[src/sv/fcrp_pkg.sv]
// Shared constants and types for the framed CSV record parser.
`timescale 1ns / 1ps
`default_nettype none

package fcrp_pkg;

   // Hex digits taken from the step field at most.
   localparam int STEP_DIGITS = 8;
   localparam int STEP_LEN_W  = $clog2(STEP_DIGITS + 1);

   // Field widths of the request and the response.
   localparam int BYTE_W   = 8;
   localparam int STATUS_W = 2;
   localparam int STEP_W   = 32;

   // Framing and field characters.
   localparam logic [BYTE_W-1:0] START_BYTE = 8'h02;
   localparam logic [BYTE_W-1:0] END_BYTE   = 8'h03;
   localparam logic [BYTE_W-1:0] SEP_BYTE   = 8'h2C;
   localparam logic [BYTE_W-1:0] ACK_BYTE   = 8'h38;

   // Field numbers inside a frame.
   localparam logic [2:0] FIELD_ID   = 3'd1;
   localparam logic [2:0] FIELD_STEP = 3'd2;
   localparam logic [2:0] FIELD_POS  = 3'd3;
   localparam logic [2:0] FIELD_FLAG = 3'd4;
   localparam logic [2:0] FIELD_MAX  = 3'd7;

   // Record status codes.
   typedef enum logic [STATUS_W-1:0] {
      STATUS_ACK   = 2'd0,
      STATUS_NACK  = 2'd1,
      STATUS_SHORT = 2'd2
   } status_type;

endpackage

`default_nettype wire

[src/sv/fcrp_req_if.sv]
// Request channel carrying one received serial byte.
`timescale 1ns / 1ps
`default_nettype none

interface fcrp_req_if;
   logic                         valid;
   logic                         ready;
   logic [fcrp_pkg::BYTE_W-1:0]  rx_byte;

   modport source (output valid, output rx_byte, input ready);
   modport sink   (input valid, input rx_byte, output ready);
endinterface

`default_nettype wire

[src/sv/fcrp_rsp_if.sv]
// Response channel carrying one parsed record.
`timescale 1ns / 1ps
`default_nettype none

interface fcrp_rsp_if;
   logic                          valid;
   logic                          ready;
   logic [fcrp_pkg::STATUS_W-1:0] status;
   logic [fcrp_pkg::BYTE_W-1:0]   car_id;
   logic [fcrp_pkg::STEP_W-1:0]   step_value;
   logic [fcrp_pkg::BYTE_W-1:0]   position_char;

   modport source (output valid, output status, output car_id, output step_value,
                   output position_char, input ready);
   modport sink   (input valid, input status, input car_id, input step_value,
                   input position_char, output ready);
endinterface

`default_nettype wire

[src/sv/framed_csv_record_parser.sv]
// Top level: STX/ETX framed CSV record parser.
// A record is registered as the byte that closes it leaves the input register.
// Throughput: one request per cycle; the input register advances whenever the
// byte it holds makes no record or the response register is free or being taken.
// Reset (synchronous, active high) leaves the block idle, waiting for a start
// byte, with empty input and response registers.
`timescale 1ns / 1ps
`default_nettype none

module framed_csv_record_parser (
   input  wire         clock,
   input  wire         reset,
   fcrp_req_if.sink    req_chan,
   fcrp_rsp_if.source  rsp_chan
);

   // Hex digit decode; bit 4 set means the byte is not a hex digit.
   function automatic logic [4:0] hex_value(input logic [fcrp_pkg::BYTE_W-1:0] c);
      logic [4:0] v;
      case (c) inside
         [8'h30:8'h39]: v = {1'b0, c[3:0]};
         [8'h41:8'h46],
         [8'h61:8'h66]: v = {1'b0, c[3:0] + 4'd9};
         default:       v = 5'h10;
      endcase
      return v;
   endfunction

   // Input register.
   logic                          in_vld_ff, in_vld_in;
   logic [fcrp_pkg::BYTE_W-1:0]   in_byte_ff;

   // Parser state.
   logic                          in_frame_ff, in_frame_in;
   logic [2:0]                    field_num_ff, field_num_in;
   logic [fcrp_pkg::BYTE_W-1:0]   id_accum_ff, id_accum_in;
   logic                          id_stopped_ff, id_stopped_in;
   logic [fcrp_pkg::STEP_W-1:0]   step_accum_ff, step_accum_in;
   logic                          step_stopped_ff, step_stopped_in;
   logic [fcrp_pkg::STEP_LEN_W-1:0] step_len_ff, step_len_in;
   logic [fcrp_pkg::BYTE_W-1:0]   pos_byte_ff, pos_byte_in;
   logic [fcrp_pkg::BYTE_W-1:0]   flag_byte_ff, flag_byte_in;
   logic                          flag_seen_ff, flag_seen_in;

   // Response register.
   logic                          rsp_vld_ff, rsp_vld_in;
   logic [fcrp_pkg::STATUS_W-1:0] rsp_status_ff;
   logic [fcrp_pkg::BYTE_W-1:0]   rsp_car_ff;
   logic [fcrp_pkg::STEP_W-1:0]   rsp_step_ff;
   logic [fcrp_pkg::BYTE_W-1:0]   rsp_pos_ff;

   // Handshake and control.
   logic                          is_end;
   logic                          out_free;
   logic                          fire;
   logic                          emit;
   logic                          req_take;
   logic [11:0]                   id_next;
   logic [4:0]                    hex_d;
   logic [fcrp_pkg::BYTE_W-1:0]   final_flag;
   logic                          final_seen;
   fcrp_pkg::status_type          status_next;

   // The held byte closes a frame; it may only advance if the response slot opens.
   assign is_end   = in_frame_ff && (in_byte_ff == fcrp_pkg::END_BYTE);
   assign out_free = !rsp_vld_ff || rsp_chan.ready;
   assign fire     = in_vld_ff && (!is_end || out_free);
   assign emit     = fire && is_end;
   assign req_take = req_chan.valid && req_chan.ready;

   assign req_chan.ready = !in_vld_ff || fire;
   assign in_vld_in      = req_take || (in_vld_ff && !fire);

   // Decimal id and hex step arithmetic on the held byte.
   assign id_next = ({4'd0, id_accum_ff} << 3) + ({4'd0, id_accum_ff} << 1)
                    + {8'd0, in_byte_ff[3:0]};
   assign hex_d   = hex_value(in_byte_ff);

   // Flag as it stands when the frame closes; an empty flag field takes the end byte.
   assign final_seen = flag_seen_ff;
   assign final_flag = flag_seen_ff ? flag_byte_ff : in_byte_ff;

   always_comb begin
      if (field_num_ff < fcrp_pkg::FIELD_FLAG) begin
         status_next = fcrp_pkg::STATUS_SHORT;
      end else if (final_flag == fcrp_pkg::ACK_BYTE) begin
         status_next = fcrp_pkg::STATUS_ACK;
      end else begin
         status_next = fcrp_pkg::STATUS_NACK;
      end
   end

   // Next parser state for the byte in the input register.
   always_comb begin
      in_frame_in     = in_frame_ff;
      field_num_in    = field_num_ff;
      id_accum_in     = id_accum_ff;
      id_stopped_in   = id_stopped_ff;
      step_accum_in   = step_accum_ff;
      step_stopped_in = step_stopped_ff;
      step_len_in     = step_len_ff;
      pos_byte_in     = pos_byte_ff;
      flag_byte_in    = flag_byte_ff;
      flag_seen_in    = flag_seen_ff;
      if (fire) begin
         if (!in_frame_ff) begin
            // Wait for a start byte, which opens a fresh frame.
            if (in_byte_ff == fcrp_pkg::START_BYTE) begin
               in_frame_in     = 1'b1;
               field_num_in    = 3'd0;
               id_accum_in     = '0;
               id_stopped_in   = 1'b0;
               step_accum_in   = '0;
               step_stopped_in = 1'b0;
               step_len_in     = '0;
               pos_byte_in     = '0;
               flag_byte_in    = '0;
               flag_seen_in    = 1'b0;
            end
         end else if (is_end) begin
            in_frame_in  = 1'b0;
            flag_byte_in = final_flag;
            flag_seen_in = final_seen || (field_num_ff >= fcrp_pkg::FIELD_FLAG);
         end else if (in_byte_ff == fcrp_pkg::SEP_BYTE) begin
            if (field_num_ff < fcrp_pkg::FIELD_MAX) begin
               field_num_in = field_num_ff + 3'd1;
            end
         end else begin
            case (field_num_ff)
               fcrp_pkg::FIELD_ID: begin
                  if (!id_stopped_ff) begin
                     if (in_byte_ff inside {[8'h30:8'h39]}) begin
                        id_accum_in = (id_next > 12'd255) ? 8'hFF : id_next[7:0];
                     end else begin
                        id_stopped_in = 1'b1;
                     end
                  end
               end
               fcrp_pkg::FIELD_STEP: begin
                  if (!step_stopped_ff) begin
                     if (hex_d[4]) begin
                        step_stopped_in = 1'b1;
                     end else begin
                        // A value that would shift bits out saturates instead.
                        if (step_accum_ff[fcrp_pkg::STEP_W-1 -: 4] != 4'd0) begin
                           step_accum_in = '1;
                        end else begin
                           step_accum_in = {step_accum_ff[fcrp_pkg::STEP_W-5:0], hex_d[3:0]};
                        end
                        step_len_in = step_len_ff + 1'b1;
                        if (step_len_in >= fcrp_pkg::STEP_LEN_W'(fcrp_pkg::STEP_DIGITS)) begin
                           step_stopped_in = 1'b1;
                        end
                     end
                  end
               end
               fcrp_pkg::FIELD_POS: begin
                  pos_byte_in = in_byte_ff;
               end
               fcrp_pkg::FIELD_FLAG: begin
                  if (!flag_seen_ff) begin
                     flag_byte_in = in_byte_ff;
                     flag_seen_in = 1'b1;
                  end
               end
               default: begin
               end
            endcase
         end
      end
   end

   // Response valid: set by a closing byte, cleared once taken.
   always_comb begin
      if (emit) begin
         rsp_vld_in = 1'b1;
      end else if (rsp_chan.ready) begin
         rsp_vld_in = 1'b0;
      end else begin
         rsp_vld_in = rsp_vld_ff;
      end
   end

   // Control registers.
   always_ff @(posedge clock) begin
      if (reset) begin
         in_vld_ff       <= 1'b0;
         rsp_vld_ff      <= 1'b0;
         in_frame_ff     <= 1'b0;
         field_num_ff    <= 3'd0;
         id_accum_ff     <= '0;
         id_stopped_ff   <= 1'b0;
         step_accum_ff   <= '0;
         step_stopped_ff <= 1'b0;
         step_len_ff     <= '0;
         pos_byte_ff     <= '0;
         flag_byte_ff    <= '0;
         flag_seen_ff    <= 1'b0;
      end else begin
         in_vld_ff       <= in_vld_in;
         rsp_vld_ff      <= rsp_vld_in;
         in_frame_ff     <= in_frame_in;
         field_num_ff    <= field_num_in;
         id_accum_ff     <= id_accum_in;
         id_stopped_ff   <= id_stopped_in;
         step_accum_ff   <= step_accum_in;
         step_stopped_ff <= step_stopped_in;
         step_len_ff     <= step_len_in;
         pos_byte_ff     <= pos_byte_in;
         flag_byte_ff    <= flag_byte_in;
         flag_seen_ff    <= flag_seen_in;
      end
   end

   // Payload registers.
   always_ff @(posedge clock) begin
      if (req_take) begin
         in_byte_ff <= req_chan.rx_byte;
      end
      if (emit) begin
         rsp_status_ff <= status_next;
         rsp_car_ff    <= id_accum_ff;
         rsp_step_ff   <= step_accum_ff;
         rsp_pos_ff    <= pos_byte_ff;
      end
   end

   assign rsp_chan.valid         = rsp_vld_ff;
   assign rsp_chan.status        = rsp_status_ff;
   assign rsp_chan.car_id        = rsp_car_ff;
   assign rsp_chan.step_value    = rsp_step_ff;
   assign rsp_chan.position_char = rsp_pos_ff;

endmodule

`default_nettype wire

[src/flat_wrapper.sv]
// flat-port wrapper written by rule: the top's interface ports become plain ports
module framed_csv_record_parser_flat 
  (clock, reset, req_chan_valid, req_chan_rx_byte, req_chan_ready, rsp_chan_valid, rsp_chan_status, rsp_chan_car_id, rsp_chan_step_value, rsp_chan_position_char, rsp_chan_ready);
  fcrp_req_if req_chan_i ();
  fcrp_rsp_if rsp_chan_i ();
  input  wire clock;
  input  wire reset;
  input wire logic [$bits(req_chan_i.valid)-1:0] req_chan_valid;
  input wire logic [$bits(req_chan_i.rx_byte)-1:0] req_chan_rx_byte;
  output wire logic [$bits(req_chan_i.ready)-1:0] req_chan_ready;
  output wire logic [$bits(rsp_chan_i.valid)-1:0] rsp_chan_valid;
  output wire logic [$bits(rsp_chan_i.status)-1:0] rsp_chan_status;
  output wire logic [$bits(rsp_chan_i.car_id)-1:0] rsp_chan_car_id;
  output wire logic [$bits(rsp_chan_i.step_value)-1:0] rsp_chan_step_value;
  output wire logic [$bits(rsp_chan_i.position_char)-1:0] rsp_chan_position_char;
  input wire logic [$bits(rsp_chan_i.ready)-1:0] rsp_chan_ready;
  assign req_chan_i.valid = req_chan_valid;
  assign req_chan_i.rx_byte = req_chan_rx_byte;
  assign req_chan_ready = req_chan_i.ready;
  assign rsp_chan_valid = rsp_chan_i.valid;
  assign rsp_chan_status = rsp_chan_i.status;
  assign rsp_chan_car_id = rsp_chan_i.car_id;
  assign rsp_chan_step_value = rsp_chan_i.step_value;
  assign rsp_chan_position_char = rsp_chan_i.position_char;
  assign rsp_chan_i.ready = rsp_chan_ready;
  framed_csv_record_parser u_core (.clock(clock), .reset(reset), .req_chan(req_chan_i), .rsp_chan(rsp_chan_i));
endmodule
[config.mk]
export PLATFORM = sky130hd
export DESIGN_NAME = framed_csv_record_parser_flat
export DESIGN_NICKNAME = d
export VERILOG_FILES = /design/src/sv/fcrp_pkg.sv /design/src/sv/fcrp_req_if.sv /design/src/sv/fcrp_rsp_if.sv /design/src/sv/framed_csv_record_parser.sv /design/src/flat_wrapper.sv
export SDC_FILE = /design/constraint.sdc
export NUM_CORES = 1
export LEC_CHECK = 0
export ABC_AREA = 1
export BUFFER_PORTS_ARGS = -buffer_cell sky130_fd_sc_hd__buf_2
export CORE_MARGIN = 2
export CORE_UTILIZATION = 59
export CTS_CLUSTER_SIZE = 12
export DETAILED_ROUTE_END_ITERATION = 6
export PLACE_DENSITY = 0.82
export SLEW_MARGIN = 20
export SYNTH_ARGS = -nofsm -noshare
export SYNTH_HDL_FRONTEND = slang
export SYNTH_SLANG_ARGS = --single-unit
export TNS_END_PERCENT = 1
[constraint.sdc]
create_clock -name clock -period 3.1 [get_ports clock]
set_input_delay 0.31 -clock clock [delete_from_list [all_inputs] [get_ports clock]]
set_output_delay 0.31 -clock clock [all_outputs]
set_load 0.01 [all_outputs]
# After elaboration in Yosys (flattened, before gate mapping)
# Cells that the tools add are included.
[word_totals]
elab_cells = 145
register_bits = 127
out_inout_bits = 52
in_bits = 12
[classes]
addsub = 5
n_lt_le_gt_ge = 11
n_eq_ne = 21
reduce_logical = 28
muxes = 63
[op_table]
columns = ["cell", "n"]
rows = [
  ["32-bit 2-to-1 mux", 8],
  ["8-bit 2-to-1 mux", 17],
  ["4-bit 2-to-1 mux", 7],
  ["1-bit 2-to-1 mux", 24],
  ["2-bit != test, second input constant", 11],
  ["5-bit AND reduction", 4],
  ["8-bit by 2-bit == test with 1-bit output, second input constant", 2],
  ["8-bit by 6-bit == test with 1-bit output, second input constant", 2],
  ["8-bit by 7-bit >= comparator with 1-bit output, second input constant", 2],
  ["8-bit by 7-bit <= comparator with 1-bit output, second input constant", 2],
  ["3-bit 2-to-1 mux", 5],
  ["7-bit AND reduction", 2],
  ["11-bit by 9-bit adder with 12-bit output", 1],
  ["12-bit by 4-bit adder with 12-bit output", 1],
  ["12-bit by 8-bit greater-than comparator with 1-bit output, second input constant", 1],
  ["5-bit 2-to-1 mux", 2],
  ["8-bit by 6-bit >= comparator with 1-bit output, second input constant", 1],
  ["8-bit by 6-bit <= comparator with 1-bit output, second input constant", 1],
  ["1-bit logical AND", 8],
  ["3-bit by 2-bit == test with 1-bit output, second input constant", 2],
  ["3-bit less-than comparator, second input constant", 2],
  ["3-bit != test, second input constant", 2],
  ["1-bit logical OR", 5],
  ["4-bit by 1-bit adder with 4-bit output, second input constant", 1],
  ["other kinds (11)", 15],
]

# Longest topological paths before layout
[logic_depth]
word_depth = 12
depth_mapped = 15
ltp_nobuf = 14

# Least setup slack after synthesis
# Ideal clock, no wire load.
[synth_path]
kind = "reg-to-reg"
from = "reg u_core.in_byte_ff[3] (netlist name)"
to = "reg u_core.rsp_car_ff (netlist bit u_core.rsp_chan.car_id[0]) (enable)"
t_required_ns = 2.695
setup_time_ns = 0.405
stages_incl_launch_ff = 6
path_slack_ns = 0.569
period_less_slack_ns = 2.531
t_arrival_ns = 2.126
path_buffers = 0
path_cell_list = "edfxtp_1 > nor2_2 > nand2_1 > nor3_1 > nand2_1 > inv_1"
[synth_via]
elab_chain_len = 6
[synth_lines]
columns = ["item", "line_no", "text"]
rows = [
  ["from (decl)", "framed_csv_record_parser.sv:31", "logic [fcrp_pkg::BYTE_W-1:0] in_byte_ff;"],
  ["from (signal assigned)", "framed_csv_record_parser.sv:218", "in_byte_ff <= req_chan.rx_byte;"],
  ["8-bit by 2-bit == test with 1-bit output *", "framed_csv_record_parser.sv:65", "assign is_end = in_frame_ff && (in_byte_ff == fcrp_pkg::END_BYTE);"],
  ["1-bit logical AND *", "framed_csv_record_parser.sv:65", ""],
  ["1-bit zero test", "framed_csv_record_parser.sv:67", "assign fire = in_vld_ff && (!is_end || out_free);"],
  ["1-bit logical OR", "framed_csv_record_parser.sv:67", ""],
  ["1-bit logical AND", "framed_csv_record_parser.sv:67", ""],
  ["1-bit logical AND *", "framed_csv_record_parser.sv:68", "assign emit = fire && is_end;"],
  ["named net u_core.emit", "framed_csv_record_parser.sv:56", "logic emit;"],
  ["to (signal assigned)", "framed_csv_record_parser.sv:222", "rsp_car_ff <= id_accum_ff;"],
  ["to (decl)", "framed_csv_record_parser.sv:48", "logic [fcrp_pkg::BYTE_W-1:0] rsp_car_ff;"],
]
# The timed path passes the listed nets; every way through them passes the cells marked *.
# A chain may end at the register's enable or synchronous reset.

# Final worst setup path
[layout_path]
from = "reg u_core.in_byte_ff[3] (netlist name)"
to = "reg u_core.id_accum_ff[7] (netlist name)"
[layout_via]
elab_chain_len = 9
word_cells_on_any_way = 24
cone_classes = "1 x add/sub; 3 x order compare; 6 x eq/ne; 7 x mux; 7 x reduce/logical"
[layout_lines]
columns = ["item", "line_no", "text"]
rows = [
  ["12-bit by 4-bit adder with 12-bit output", "framed_csv_record_parser.sv:76", "+ {8'd0, in_byte_ff[3:0]};"],
  ["12-bit by 8-bit greater-than comparator with 1-bit output", "framed_csv_record_parser.sv:133", "id_accum_in = (id_next > 12'd255) ? 8'hFF : id_next[7:0];"],
  ["8-bit 2-to-1 mux", "framed_csv_record_parser.sv:133", ""],
  ["8-bit 2-to-1 mux", "framed_csv_record_parser.sv:132", "if (in_byte_ff inside {[8'h30:8'h39]}) begin"],
  ["8-bit 2-to-1 mux", "framed_csv_record_parser.sv:131", "if (!id_stopped_ff) begin"],
  ["8-bit 2-to-1 mux", "framed_csv_record_parser.sv:129", "case (field_num_ff)"],
  ["8-bit 2-to-1 mux", "framed_csv_record_parser.sv:124", "end else if (in_byte_ff == fcrp_pkg::SEP_BYTE) begin"],
  ["8-bit 2-to-1 mux", "framed_csv_record_parser.sv:120", "end else if (is_end) begin"],
  ["8-bit 2-to-1 mux", "framed_csv_record_parser.sv:106", "if (!in_frame_ff) begin"],
  ["to (signal assigned)", "framed_csv_record_parser.sv:204", "id_accum_ff <= id_accum_in;"],
  ["to (decl)", "framed_csv_record_parser.sv:36", "logic [fcrp_pkg::BYTE_W-1:0] id_accum_ff, id_accum_in;"],
]
# Several ways; a longest one is shown, not always the timed one. The select of a mux whose other input is x is not followed.

==> metrics.txt <==
RSZ-0062 raised after global routing=false; cell taking the most area after synthesis=edfxtp_1; ranking of synthesized cells by area=edfxtp_1, dfxtp_1, nand2_1; final setup violation count=0; Via density=5.350; syn avg cell area=8.516 um2; Ports=64; Critical Path Source=u_core.in_byte_ff[3]; Initial Util=0.5995; R2R depth=12; Critical Path RT=approximately 3.5 ns; routing usage on met2=0.4120; # clock sinks=127; initial antenna violation count=0; clk buf depth=2; die area=11,180 um2; remaining antenna violation count=0; nets=825; die height=about 110 um; Final Hold Vio Count=0; Max rail drop VDD=between 0.4 and 0.5 mV; via count=4,997; most frequent cells in the layout=nand2_1, inv_1, nor2_1; initial DRC count=327; worst hold path class=input port to flip-flop; CP max-delay cell=edfxtp_1; first-pass GRT wire length=approximately 21,000 um; GPL Wtd Cong=0.9320; power density over the cells=between 500 and 600 nW/um2; met1 Track Usage GR=0.2877; total negative slack=0 ns; maximum number of pins on one net before global-route repair=57; fin worst setup slack=0.2802 ns; Clock transition at path regs=0.06 ns; global-route met3 utilization=0.05751; critical path endpoint category=flip-flop; slew at the pin with the worst max-slew slack=0.5815 ns; Layout area overhead=17.62%; Skew-Pair Late Insertion Delay=0.52 ns; setup slack, reg-to-reg=0.28 ns; Clock Tree Root=clkbuf_8; WHS Path Cells=3; Max Cap Viol=0; Crit path top cell by count=nand2_1; GRT Overall Usage=0.2403; Core Footprint=10,180 um2; sequential-to-total area share from yosys stat=0.5115; Die W=105.7 um; Yosys reg bits=127; non-filler instance count after layout=934; DP HPWL=8265 um; period utilisation layout=0.9096; design area=7182 um2; crit path kind=flip-flop to flip-flop; CP max stage delay=0.54 ns; grt ovf=0; RR Endpoint=u_core.id_accum_ff[7]; CP max FO=8; Setup WS pre-CTS=0.2891 ns; most common cell after layout, fill and taps aside=nand2_1; ant diodes=0; post-synth cell types=37; min cycle time layout=2.820 ns; Post-Syn Area=6106 um2; CP startpoint kind=flip-flop; maximum clock rate=around 350 MHz; layout cells sized above 1=0.1842; top cell type's share of synthesized area=0.2852; CTS tree=yes; Routed WL=12,870 um; Remaining DRCs=0; row cnt=37; first-pass detailed-route iteration total=6; crit-path cells=fa_1 > fa_1 > nand3_1 > nand2_1 > nand3_1 > nand2_1 > nand2_1 > nand2_1 > nor2_1 > nand3_1 > nand2_1 > a21oi_1; outcome=completed; headroom to the max-slew limit=0.6118; wire per inst=13.78 um; Synth Net Count=~760; Final Slew Violations=0; vias in the first global route=roughly 4,700; gr busiest metal=met2; clock skew=between 0.006 and 0.007 ns; Worst EP arrival=3.21 ns; Hold WS=0.05630 ns; H-tree Lvls=4; warnings from Yosys=0; Inst Count DP=894; Setup Fix Bufs, Post-CTS=0; Port Buf Inserts=63; Leakage=3.256 nW; R2R Path Start=u_core.in_byte_ff[3]; Synth Instances=717; dpl cell area=6492 um2; crit path to=u_core.id_accum_ff[7]; CTS Buf Count=17
cells in the mapped netlist, drive strengths merged:
library cell / number
xor2: 4
a21oi: 38
o21ai: 77
nand3b: 4
dfxtp: 69
ha: 26
buf: 10
clkinv: 1
a21boi: 1
edfxtp: 58
o211ai: 1
o21bai: 1
nand4: 6
clkbuf: 19
o31ai: 1
xnor2: 2
and2: 1
inv: 105
nor3: 7
a211oi: 2
nand2: 150
a22oi: 1
fa: 2
nand3: 40
nor2: 91
area by class of cell:
cell class | count | area [um2]
multi-input cells | 455 | 2424
repair buffers | 78 | 460.4
inverters | 106 | 397.9
clock inverters | 13 | 185.2
fillers | 750 | 3003
flip-flops and latches | 127 | 3123
well taps | 136 | 170.2
clock buffers | 19 | 421.7
power by group:
part | total [mW] | switching [mW] | internal, mW
sequential | 1.77 | 0.0212 | 1.75
clock | 2.06 | 0.749 | 1.31
combinational | 0.121 | 0.0771 | 0.0439
stage by stage:
stage | total power, mW | utilization
finish | 3.955 | 0.7052
global route | 4.068 | 0.7052
detailed placement | 1.916 | 0.6375
floorplan | 1.888 | -
global placement | 1.913 | 0.6375
CTS | 3.963 | 0.7049
kinds of logic after synthesis:
family,synth area share
simple gates,0.2172
buf+inv,0.09201
flops,0.5115
compound gates,0.1109
fa+ha+maj,0.05984
xor+xnor,0.008606
state kept, by name (all words and copies together) (netlist names), 3 cells and up:
name and count:
u_core.pos_byte_ff 8, u_core.step_len_ff 4, u_core.step_accum_ff 32, u_core.rsp_chan.step_value 32, u_core.rsp_chan.car_id 8, u_core.rsp_chan.position_char 8
u_core.in_byte_ff 8, u_core.field_num_ff 3, u_core.flag_byte_ff 8, u_core.id_accum_ff 8
repair_timing:
| item | CTS | global route |
|---|---|---|
| hold buffers | 8 | 0 |
| setup endpoints to repair | 0 | 1 |
| hold endpoints to repair | 8 | 0 |
| resized for setup | 0 | 1 |
worst max-delay path, delay by kind of cell, from the launching register on:
kind                     cells  cell delay [ns]
AND/OR/NAND/NOR              9             1.06
flip-flops                   1             0.54
adder cells (fa/ha/maj)      2             1.01
AO/OA/AOI/OAI                1             0.06
how the worst min path moves through the flow:
stage / slack (ns) / endpoint / from
finish: 0.06 / u_core.in_vld_ff / req_chan_valid
global route: 0.07 / u_core.in_vld_ff / req_chan_valid
CTS: 0.05 / u_core.in_vld_ff / req_chan_valid
detailed placement: 0.41 / u_core.rsp_chan.step_value[30] / u_core.step_accum_ff[30]
global placement: 0.41 / u_core.rsp_chan.position_char[5] / u_core.pos_byte_ff[5]
floorplan: 0.41 / u_core.rsp_chan.step_value[28] / u_core.step_accum_ff[28]
per-layer routing:
metal | share of wire | up-vias
met5 | 0 | -
met2 | 0.51 | 173
li1 | - | 2452
met4 | 0.020 | 0
met1 | 0.42 | 2344
met3 | 0.052 | 28
(Power assumes the default switching activity.)
